$ cat config.mk
export PLATFORM = sky130hd
export DESIGN_NAME = baro_pressure_temp_compensation_unit_flat
export DESIGN_NICKNAME = d
export VERILOG_FILES = /design/src/rtl/bcomp_pkg.sv /design/src/rtl/bcomp_ifs.sv /design/src/rtl/bcomp_csr.sv /design/src/rtl/bcomp_serial_mult.sv /design/src/rtl/baro_pressure_temp_compensation_unit.sv /design/src/flat_wrapper.sv
export SDC_FILE = /design/constraint.sdc
export NUM_CORES = 1
export LEC_CHECK = 0
export BUFFER_PORTS_ARGS = -buffer_cell sky130_fd_sc_hd__buf_4
export CAP_MARGIN = 10
export CORE_MARGIN = 2
export CORE_UTILIZATION = 57
export CTS_CLUSTER_DIAMETER = 30
export DETAILED_ROUTE_END_ITERATION = 8
export GPL_TIMING_DRIVEN = 0
export PLACE_DENSITY = 0.87
export SYNTH_ARGS = -nofsm -noshare
export SYNTH_HDL_FRONTEND = slang
export SYNTH_HIERARCHICAL = 1
export SYNTH_SLANG_ARGS = --single-unit
$ cat constraint.sdc
create_clock -name clock -period 7.5 [get_ports clock]
set_input_delay 2.25 -clock clock [delete_from_list [all_inputs] [get_ports clock]]
set_output_delay 2.25 -clock clock [all_outputs]
set_load 0.03 [all_outputs]
$ cat src/rtl/bcomp_pkg.sv
// Shared types, widths and constants of the barometric compensation unit.
package bcomp_pkg;

   // Field and register widths
   localparam int REG_W   = 16;
   localparam int RAW_W   = 24;
   localparam int VALUE_W = 23;
   localparam int DELTA_W = 26;
   localparam int IDX_W   = 3;

   // Serial multiplier widths: signed multiplicand, unsigned multiplier, full product
   localparam int MCAND_W = 36;
   localparam int MPLR_W  = 24;
   localparam int PROD_W  = MCAND_W + MPLR_W;
   localparam int CNT_W   = $clog2(MPLR_W);

   // Width of the offset term and of the final difference
   localparam int OFF_W = 40;

   // Temperature result base, in hundredths of a degree
   localparam logic [VALUE_W-1:0] TEMP_BASE = 23'd2000;

   // Configuration register indexes
   typedef enum logic [IDX_W-1:0] {
      REG_SENS        = 3'd0,
      REG_OFF         = 3'd1,
      REG_SENS_TEMP   = 3'd2,
      REG_OFF_TEMP    = 3'd3,
      REG_REF_TEMP    = 3'd4,
      REG_TEMP_COEFF  = 3'd5
   } reg_index_type;

   // Calibration words as seen by the datapath
   typedef struct packed {
      logic [REG_W-1:0] sens_coeff;
      logic [REG_W-1:0] offset_coeff;
      logic [REG_W-1:0] sens_temp_coeff;
      logic [REG_W-1:0] offset_temp_coeff;
      logic [REG_W-1:0] ref_temp;
      logic [REG_W-1:0] temp_coeff;
   } cfg_type;

   // Request to the serial multiplier
   typedef struct packed {
      logic                      start;
      logic signed [MCAND_W-1:0] mcand;
      logic [MPLR_W-1:0]         mplr;
   } mult_req_type;

   // Status and result of the serial multiplier
   typedef struct packed {
      logic                     done;
      logic signed [PROD_W-1:0] product;
   } mult_rsp_type;

endpackage

$ cat src/rtl/bcomp_ifs.sv
// Valid/ready channel interfaces for conversion requests and compensated results.
interface bcomp_req_if;
   logic                          valid;
   logic                          ready;
   logic                          func;
   logic [bcomp_pkg::RAW_W-1:0]   raw_code;

   modport source (output valid, output func, output raw_code, input ready);
   modport sink   (input valid, input func, input raw_code, output ready);
endinterface

interface bcomp_rsp_if;
   logic                               valid;
   logic                               ready;
   logic                               kind;
   logic signed [bcomp_pkg::VALUE_W-1:0] value;

   modport source (output valid, output kind, output value, input ready);
   modport sink   (input valid, input kind, input value, output ready);
endinterface

$ cat src/rtl/bcomp_csr.sv
// Calibration register file written through the plain configuration port.
module bcomp_csr (
   input  logic                           clock,
   input  logic                           reset,
   input  logic                           csr_wr_en,
   input  logic [bcomp_pkg::IDX_W-1:0]    csr_index,
   input  logic [bcomp_pkg::REG_W-1:0]    csr_wr_data,
   output bcomp_pkg::cfg_type             cfg
);

   bcomp_pkg::cfg_type cfg_ff;

   // Decode the index; indexes past the last register are ignored.
   always_ff @(posedge clock) begin
      if (reset) begin
         cfg_ff <= '0;
      end else if (csr_wr_en) begin
         unique case (csr_index)
            bcomp_pkg::REG_SENS:       cfg_ff.sens_coeff        <= csr_wr_data;
            bcomp_pkg::REG_OFF:        cfg_ff.offset_coeff      <= csr_wr_data;
            bcomp_pkg::REG_SENS_TEMP:  cfg_ff.sens_temp_coeff   <= csr_wr_data;
            bcomp_pkg::REG_OFF_TEMP:   cfg_ff.offset_temp_coeff <= csr_wr_data;
            bcomp_pkg::REG_REF_TEMP:   cfg_ff.ref_temp          <= csr_wr_data;
            bcomp_pkg::REG_TEMP_COEFF: cfg_ff.temp_coeff        <= csr_wr_data;
            default: ;
         endcase
      end
   end

   assign cfg = cfg_ff;

endmodule

$ cat src/rtl/bcomp_serial_mult.sv
// Bit-serial shift-add multiplier: signed multiplicand times unsigned multiplier.
module bcomp_serial_mult (
   input  logic                    clock,
   input  logic                    reset,
   input  bcomp_pkg::mult_req_type mult_req,
   output bcomp_pkg::mult_rsp_type mult_rsp
);

   logic                                busy_ff;
   logic                                done_ff;
   logic [bcomp_pkg::CNT_W-1:0]         cnt_ff;
   logic signed [bcomp_pkg::MCAND_W-1:0] mcand_ff;
   logic [bcomp_pkg::MPLR_W-1:0]        mplr_ff;
   logic signed [bcomp_pkg::MCAND_W-1:0] hi_ff;
   logic [bcomp_pkg::MPLR_W-1:0]        lo_ff;

   logic signed [bcomp_pkg::MCAND_W-1:0] addend;
   logic signed [bcomp_pkg::MCAND_W-1:0] sum;
   logic                                last;

   // One multiplier bit per cycle. The running sum stays below twice the
   // multiplicand in magnitude, so it fits the multiplicand width.
   always_comb begin
      addend = mplr_ff[0] ? mcand_ff : '0;
      sum    = hi_ff + addend;
      last   = (cnt_ff == bcomp_pkg::CNT_W'(bcomp_pkg::MPLR_W - 1));
   end

   // Control: busy while bits remain, one-cycle done after the last bit.
   always_ff @(posedge clock) begin
      if (reset) begin
         busy_ff <= 1'b0;
         done_ff <= 1'b0;
         cnt_ff  <= '0;
      end else begin
         done_ff <= busy_ff && last;
         if (mult_req.start) begin
            busy_ff <= 1'b1;
            cnt_ff  <= '0;
         end else if (busy_ff) begin
            cnt_ff <= cnt_ff + bcomp_pkg::CNT_W'(1);
            if (last) begin
               busy_ff <= 1'b0;
            end
         end
      end
   end

   // Datapath: the high half shifts right arithmetically, the low bits
   // of the product leave the sum one per cycle.
   always_ff @(posedge clock) begin
      if (mult_req.start) begin
         mcand_ff <= mult_req.mcand;
         mplr_ff  <= mult_req.mplr;
         hi_ff    <= '0;
         lo_ff    <= '0;
      end else if (busy_ff) begin
         mplr_ff <= mplr_ff >> 1;
         hi_ff   <= sum >>> 1;
         lo_ff   <= {sum[0], lo_ff[bcomp_pkg::MPLR_W-1:1]};
      end
   end

   assign mult_rsp.done    = done_ff;
   assign mult_rsp.product = {hi_ff, lo_ff};

endmodule

$ cat src/rtl/baro_pressure_temp_compensation_unit.sv
// Top level of the barometric first-order temperature and pressure compensation unit.
//
// Usage: a request word carries func (0 temperature, 1 pressure) and the 24-bit raw
// converter code on req_ch. A temperature word stores the difference to the
// reference temperature and returns the temperature in 0.01 degC; a pressure word
// uses the last stored difference and returns the pressure in 0.01 mbar. Each
// request gives exactly one response word on rsp_ch, with kind equal to func.
// Calibration words are written through csr_wr_en / csr_index / csr_wr_data while
// the unit is idle; the user is bound to this, the unit does not enforce it.
// Indexes past the last register are ignored. One shared bit-serial multiplier
// retires one multiplier bit per cycle. A temperature word runs one product; a
// pressure word runs three products in sequence. req_ch.ready returns in the same
// cycle the response is shown, so the unit takes no new word before the last one
// is through. The response sits in an output register; if the receiver stalls,
// the finished result waits inside and the next request is held off.
// Reset clears all calibration words, the stored temperature difference and
// the response valid; the unit is ready right after reset.
module baro_pressure_temp_compensation_unit (
   input  logic                        clock,
   input  logic                        reset,
   bcomp_req_if.sink                   req_ch,
   bcomp_rsp_if.source                 rsp_ch,
   input  logic                        csr_wr_en,
   input  logic [bcomp_pkg::IDX_W-1:0] csr_index,
   input  logic [bcomp_pkg::REG_W-1:0] csr_wr_data
);

   typedef enum logic [2:0] {
      ST_IDLE,
      ST_TEMP,
      ST_OFF,
      ST_SENS,
      ST_PRES,
      ST_OUT
   } state_type;

   state_type                              state_ff;
   bcomp_pkg::cfg_type                     cfg;
   bcomp_pkg::mult_req_type                mult_req_ff;
   bcomp_pkg::mult_rsp_type                mult_rsp;

   logic                                   func_ff;
   logic [bcomp_pkg::RAW_W-1:0]            raw_ff;
   logic signed [bcomp_pkg::DELTA_W-1:0]   temp_delta_ff;
   logic signed [bcomp_pkg::OFF_W-1:0]     off_ff;
   logic [bcomp_pkg::VALUE_W-1:0]          result_ff;
   logic                                   rsp_valid_ff;
   logic                                   rsp_kind_ff;
   logic [bcomp_pkg::VALUE_W-1:0]          rsp_value_ff;

   logic signed [bcomp_pkg::DELTA_W-1:0]   temp_delta_in;
   logic signed [bcomp_pkg::OFF_W-1:0]     off_in;
   logic signed [bcomp_pkg::MCAND_W-1:0]   sens_in;
   logic signed [bcomp_pkg::OFF_W-1:0]     pres_diff;
   logic signed [bcomp_pkg::MCAND_W-1:0]   delta_ext;
   logic signed [bcomp_pkg::MCAND_W-1:0]   delta_in_ext;

   // Calibration registers
   bcomp_csr u_csr (
      .clock       (clock),
      .reset       (reset),
      .csr_wr_en   (csr_wr_en),
      .csr_index   (csr_index),
      .csr_wr_data (csr_wr_data),
      .cfg         (cfg)
   );

   // Shared serial multiplier
   bcomp_serial_mult u_mult (
      .clock    (clock),
      .reset    (reset),
      .mult_req (mult_req_ff),
      .mult_rsp (mult_rsp)
   );

   // Arithmetic around the products. Only the low bits of each sum matter for
   // the result field, so the truncations below drop nothing that is used.
   always_comb begin
      temp_delta_in = {2'b00, req_ch.raw_code} - {2'b00, cfg.ref_temp, 8'h00};
      delta_in_ext  = {{(bcomp_pkg::MCAND_W - bcomp_pkg::DELTA_W){temp_delta_in[25]}},
                       temp_delta_in};
      delta_ext     = {{(bcomp_pkg::MCAND_W - bcomp_pkg::DELTA_W){temp_delta_ff[25]}},
                       temp_delta_ff};
      off_in        = mult_rsp.product[46:7] + {8'h00, cfg.offset_coeff, 16'h0000};
      sens_in       = mult_rsp.product[43:8] + {5'b00000, cfg.sens_coeff, 15'h0000};
      pres_diff     = {mult_rsp.product[59], mult_rsp.product[59:21]} - off_ff;
   end

   // Sequencer: state, multiplier requests and the response register.
   always_ff @(posedge clock) begin
      if (reset) begin
         state_ff          <= ST_IDLE;
         mult_req_ff.start <= 1'b0;
         rsp_valid_ff      <= 1'b0;
         temp_delta_ff     <= '0;
      end else begin
         // A product starts on an accepted word and after the offset and
         // sensitivity products of a pressure word.
         mult_req_ff.start <= ((state_ff == ST_IDLE) && req_ch.valid) ||
                              (((state_ff == ST_OFF) || (state_ff == ST_SENS)) &&
                               mult_rsp.done);
         // The output stage always leaves a word shown; otherwise a shown
         // word stays until it is taken.
         rsp_valid_ff <= (state_ff == ST_OUT) || (rsp_valid_ff && !rsp_ch.ready);
         unique case (state_ff)
            ST_IDLE: begin
               if (req_ch.valid) begin
                  func_ff           <= req_ch.func;
                  raw_ff            <= req_ch.raw_code;
                  if (!req_ch.func) begin
                     temp_delta_ff    <= temp_delta_in;
                     mult_req_ff.mcand <= delta_in_ext;
                     mult_req_ff.mplr  <= {8'h00, cfg.temp_coeff};
                     state_ff          <= ST_TEMP;
                  end else begin
                     mult_req_ff.mcand <= delta_ext;
                     mult_req_ff.mplr  <= {8'h00, cfg.offset_temp_coeff};
                     state_ff          <= ST_OFF;
                  end
               end
            end
            ST_TEMP: begin
               if (mult_rsp.done) begin
                  result_ff <= mult_rsp.product[45:23] + bcomp_pkg::TEMP_BASE;
                  state_ff  <= ST_OUT;
               end
            end
            ST_OFF: begin
               if (mult_rsp.done) begin
                  off_ff            <= off_in;
                  mult_req_ff.mcand <= delta_ext;
                  mult_req_ff.mplr  <= {8'h00, cfg.sens_temp_coeff};
                  state_ff          <= ST_SENS;
               end
            end
            ST_SENS: begin
               if (mult_rsp.done) begin
                  mult_req_ff.mcand <= sens_in;
                  mult_req_ff.mplr  <= raw_ff;
                  state_ff          <= ST_PRES;
               end
            end
            ST_PRES: begin
               if (mult_rsp.done) begin
                  result_ff <= pres_diff[37:15];
                  state_ff  <= ST_OUT;
               end
            end
            ST_OUT: begin
               if (!rsp_valid_ff || rsp_ch.ready) begin
                  rsp_kind_ff  <= func_ff;
                  rsp_value_ff <= result_ff;
                  state_ff     <= ST_IDLE;
               end
            end
            default: state_ff <= ST_IDLE;
         endcase
      end
   end

   // Channel outputs
   assign req_ch.ready = (state_ff == ST_IDLE);
   assign rsp_ch.valid = rsp_valid_ff;
   assign rsp_ch.kind  = rsp_kind_ff;
   assign rsp_ch.value = rsp_value_ff;

endmodule

$ cat src/flat_wrapper.sv
// flat-port wrapper written by rule: the top's interface ports become plain ports
module baro_pressure_temp_compensation_unit_flat 
  (clock, reset, csr_wr_en, csr_index, csr_wr_data, req_ch_valid, req_ch_func, req_ch_raw_code, req_ch_ready, rsp_ch_valid, rsp_ch_kind, rsp_ch_value, rsp_ch_ready);
  bcomp_req_if req_ch_i ();
  bcomp_rsp_if rsp_ch_i ();
  input  logic clock;
  input  logic reset;
  input  logic csr_wr_en;
  input  logic [bcomp_pkg::IDX_W-1:0] csr_index;
  input  logic [bcomp_pkg::REG_W-1:0] csr_wr_data;
  input wire logic [$bits(req_ch_i.valid)-1:0] req_ch_valid;
  input wire logic [$bits(req_ch_i.func)-1:0] req_ch_func;
  input wire logic [$bits(req_ch_i.raw_code)-1:0] req_ch_raw_code;
  output wire logic [$bits(req_ch_i.ready)-1:0] req_ch_ready;
  output wire logic [$bits(rsp_ch_i.valid)-1:0] rsp_ch_valid;
  output wire logic [$bits(rsp_ch_i.kind)-1:0] rsp_ch_kind;
  output wire logic [$bits(rsp_ch_i.value)-1:0] rsp_ch_value;
  input wire logic [$bits(rsp_ch_i.ready)-1:0] rsp_ch_ready;
  assign req_ch_i.valid = req_ch_valid;
  assign req_ch_i.func = req_ch_func;
  assign req_ch_i.raw_code = req_ch_raw_code;
  assign req_ch_ready = req_ch_i.ready;
  assign rsp_ch_valid = rsp_ch_i.valid;
  assign rsp_ch_kind = rsp_ch_i.kind;
  assign rsp_ch_value = rsp_ch_i.value;
  assign rsp_ch_i.ready = rsp_ch_ready;
  baro_pressure_temp_compensation_unit u_core (.clock(clock), .reset(reset), .req_ch(req_ch_i), .rsp_ch(rsp_ch_i), .csr_wr_en(csr_wr_en), .csr_index(csr_index), .csr_wr_data(csr_wr_data));
endmodule
Word level (Yosys, flattened, before mapping) --
Cells that the tools add are included.
Operators by class: add/subtract/negate cells 7, eq/ne operators 18, bitwise operators 2, reductions and logical operators 30, muxes and demuxes 21
Operators by type and width (number):
- 60-bit two-way mux | 4
- 60-bit one-hot mux with 3 select lines | 1
- 24-bit two-way mux | 2
- 23-bit two-way mux | 2
- 23-bit one-hot mux with 2 select lines | 1
- 38-bit by 32-bit adder with 38-bit output | 1
- 38-bit subtractor | 1
- 35-bit by 36-bit adder with 36-bit output | 1
- 36-bit by 31-bit adder with 36-bit output | 1
- 36-bit two-way mux | 1
- 24-bit by 24-bit subtractor with 25-bit output | 1
- 23-bit by 11-bit adder with 23-bit output, second input constant | 1
- 3-bit two-way mux | 5
- 3-bit one-hot mux with 5 select lines | 1
- 3-bit by 2-bit == test with 1-bit output, second input constant | 4
- 3-bit == test, second input constant | 4
- 2-bit inequality test, second input constant | 6
- 2-bit AND reduction | 6
- 3-bit AND reduction | 4
- 5-bit AND reduction | 2
- 3-bit by 1-bit == test with 1-bit output, second input constant | 2
- 3-bit logical NOT | 2
- 5-bit by 1-bit adder with 5-bit output, second input constant | 1
- 5-bit == test, second input constant | 1
- other kinds (11) | 23
Storage, ports and cells: bits of input ports 49, output and inout port bits 26, register bits after elaboration 423

Depth between registers and ports, before layout --
depth in word-level cells 4, depth in mapped cells 13, gate-level depth less buffers 13

Cells and area by module --
The synthesis kept the hierarchy.
Modules (own cells, without submodules):
- baro_pressure_temp_compensation_unit | instances 1, seq. area each 5705.5 um^2, area each 11639.9 um^2, cells an instance 1137
- bcomp_serial_mult | instances 1, seq. area each 3123.0 um^2, area each 6642.6 um^2, cells an instance 606
- bcomp_csr | instances 1, seq. area each 1921.8 um^2, area each 3782.4 um^2, cells an instance 336

Least setup slack after synthesis --
No wires, ideal clock.
path type input to register, start point input reset, end point register u_core/mult_req_ff[0] (netlist name) (enable), setup slack 0.151 ns, cell stages on the path 3, arrival 6.797 ns, data required time 6.948 ns, cell sequence clkbuf_1 -> clkbuf_1 -> nor3_1
On the way: longest elaborated chain between the ends 2
RTL lines:
- start: declaration | line flat_wrapper.sv:7 | input logic reset;
- 1-bit inverter (no line)
- 5-bit AND reduction (no line)
- end: declaration | line baro_pressure_temp_compensation_unit.sv:39 | bcomp_pkg::mult_req_type mult_req_ff;
Every way passes these cells. A chain may end at the register's enable or synchronous reset.

Worst setup path after layout --
start point input req_ch_raw_code[8], end point register u_core/mult_req_ff[58] (netlist name) (data pin)
On the way: longest elaborated chain between the ends 4
RTL lines:
- start: declaration | line flat_wrapper.sv:13 | input wire logic [$bits(req_ch_i.raw_code)-1:0] req_ch_raw_code;
- 24-bit by 24-bit subtractor with 25-bit output | line baro_pressure_temp_compensation_unit.sv:79 | temp_delta_in = {2'b00, req_ch.raw_code} - {2'b00, cfg.ref_temp, 8'h00};
- 60-bit two-way mux | line baro_pressure_temp_compensation_unit.sv:110 | if (!req_ch.func) begin
- 60-bit two-way mux | line baro_pressure_temp_compensation_unit.sv:107 | if (req_ch.valid) begin
- 60-bit one-hot mux with 3 select lines | line baro_pressure_temp_compensation_unit.sv:105 | unique case (state_ff)
Every way passes these cells. The select of a mux whose other input is x is not followed.

==> out/results.ini <==
[power_and_ir_drop]
p_switching_mw = 2.96
ir_worst_vdd_mv = 0.247
power_frac_clock = 0.447
switching_share = 0.316
power_density_nw_per_um2 = 354
p_comb_frac = 0.233
pwr-share-seq = 0.320
power.leakage_nw = 11.2
internal_power_mw = 6.41

[min_path]
min_path_type = reg -> reg
hold_depth = 0
hold-path-endpoint = u_core/u_mult/mcand_ff[25]
hold_start = u_core/mult_req_ff[49]

[final_layout]
layout_commonest_cell = edfxtp_1
final_area_um2 = 26500
final_util = 0.702
drive_gt1_frac = 0.138
nets = 2408
antenna_cells = 0
area_growth_pct = 21.2
layout_common_cells = edfxtp_1, dfxtp_1, nand2_1

[timing]
slew_viol_final = 0
fmax_ghz = 0.212
final_hold_viol_count = 0
rsz0062_at_grt = false
setup_violations = 0
fin_skew_ps = 50.4
holdWs_ps = 402
period_minus_slack_ps = 4720
slew_headroom = 0.146
timing.final.crit_share = 0.630
tightest_slew_ps = 1280
tns_ps = 0

[clock_tree]
post-cts-setup-buffer-count = 0
hold_buffers = 0
worstSkewPairLatency_ps = 640
htreeDepth = 3
clockBufferDepth = 3
cts_resized = 0
cts.sinks = 415
clk_pin_slew_worst_paths_ps = 50
cts_tree = done
clockRootBuffer = clkbuf_16
cts_inserted_buffers = 90

[floorplanning]
num_io_pins = 75
core_area_um2 = 37700
initial_utilization = 0.579
die_w_um = 200
fp.dieH_um = 200
dieArea_um2 = 39900
rows = 71

[drt]
wl_per_cell_um = 22.0
drtIter0Drc = 1286
routed_wl_mm = 62.1
ant_nets = 0
drc = 0
drtPass1Iterations = 7
vias_per_cell = 6.11
vias = 17244

[status]
outcome = finished clean

[critical_path]
cp_cell_sequence = buf_4 > inv_1 > ha_1 > inv_1 > fa_1 > a21o_1 > a21oi_1 > o21ai_1 > a21oi_1 > o211ai_1 > or3b_1 > a31oi_1 > clkbuf_1 > nand3_1
crit_path_start_kind = input pin
crit_buf_inv = 4
regToRegStartpoint = u_core/u_mult/mplr_ff[0]
crit_type = in -> reg
crit_path_max_fanout = 10
r2r-end = u_core/u_mult/hi_ff[34]
slowest_stage = or3b_1
crit_family = compound AO/OA/AOI/OAI gates
cp.required_ps = 7830
crit_arrival_ps = 5060
slowest_delay_ps = 430
r2r_setup_slack_ps = 3510
critPathCaptureType = flip-flop
r2r_cells = 12

[grt]
grtUsageTotal = 0.316
grt-ovfl-total = 0
grt_max_degree = 39
grt_pass1_vias = 17250
grt_pass1_wl_mm = 95.1
antenna_found_initial = 0

[synthesis]
syn_area_um2 = 21800
synth_cells = 2057
syn_avg_cell_area_um2 = 10.6
synth-warning-count = 6
syn_nets = 2231

[place]
placed_area_um2 = 23200
dp_hpwl_mm = 44.5
gp_congestion = 0.965
port_buffers = 74

[job]
drv_cap = 0

==> metrics by stage <==
stage                     setup slack [ps]  total power, mW  instances
after floorplan                        151             4.46       2057
after global placement               -2190             5.05       2642
after detailed placement              2340             5.13       2653
after CTS                             2940             9.35       2823
after global routing                  2720             9.73       2823
final                                 2780             9.37       2823
==> cell type report <==
type	count	area, µm²
plain buffers	94	470
multi-input cells	1469	10500
fillers	2611	11200
inverters	79	297
well taps	511	639
repair buffers	85	672
clock buffers	108	2390
clock inverters	62	912
flip-flops and latches	415	10600
==> per-layer routing <==
metal,global-route usage,part of all wire
met5,0,0
met4,0.191,0.059
met3,0.0655,0.076
met2,0.521,0.48
met1,0.380,0.39
==> power groups by stage <==
stage / Sequential (mW) / Clock [mW] / Combinational, mW
after floorplan: 2.86 / 0 / 1.59
after global placement: 3.03 / 0 / 2.02
after detailed placement: 3.03 / 0 / 2.10
after CTS: 2.99 / 4.23 / 2.13
after global routing: 3.01 / 4.34 / 2.37
final: 3.00 / 4.19 / 2.18
==> state kept, by name, summed over array words and instances (netlist names) <==
name and count:
u_core/state_ff 3, u_core/u_mult/mplr_ff 24, u_core/u_mult/cnt_ff 5, u_core/u_mult/hi_ff 35, u_core/rsp_ch.kind 1, u_core/result_ff 23, u_core/u_mult/done_ff 1, u_core/u_mult/busy_ff 1
u_core/u_csr/cfg 96, u_core/rsp_ch.value 23, u_core/mult_req_ff 61, u_core/rsp_ch.valid 1, u_core/raw_ff 24, u_core/u_mult/mcand_ff 36, u_core/temp_delta_ff 25, u_core/u_mult/lo_ff 17
u_core/off_ff 38, u_core/func_ff 1
==> how the worst max path moves through the flow <==
stage                             startpoint                     end  slack (ps)  depth (start not counted)
final                     req_ch_raw_code[8]  u_core/mult_req_ff[58]        2780                         14
after global routing      req_ch_raw_code[8]  u_core/mult_req_ff[49]        2720                         14
after CTS                 req_ch_raw_code[8]  u_core/mult_req_ff[58]        2940                         14
after detailed placement  req_ch_raw_code[8]  u_core/mult_req_ff[48]        2340                         14
after global placement                 reset  u_core/mult_req_ff[24]       -2190                          4
after floorplan                        reset   u_core/mult_req_ff[0]         150                          3
==> worst reg2reg max path: cells and delay by family, from the launching register on <==
| family | cells | cell delay (ps) |
|---|---|---|
| compound gates | 4 | 1280 |
| simple gates | 5 | 980 |
| fa+ha+maj | 1 | 260 |
| xor+xnor | 1 | 180 |
| flops | 1 | 570 |
| buf+inv | 1 | 530 |
Power figures use the tool's default switching activity.
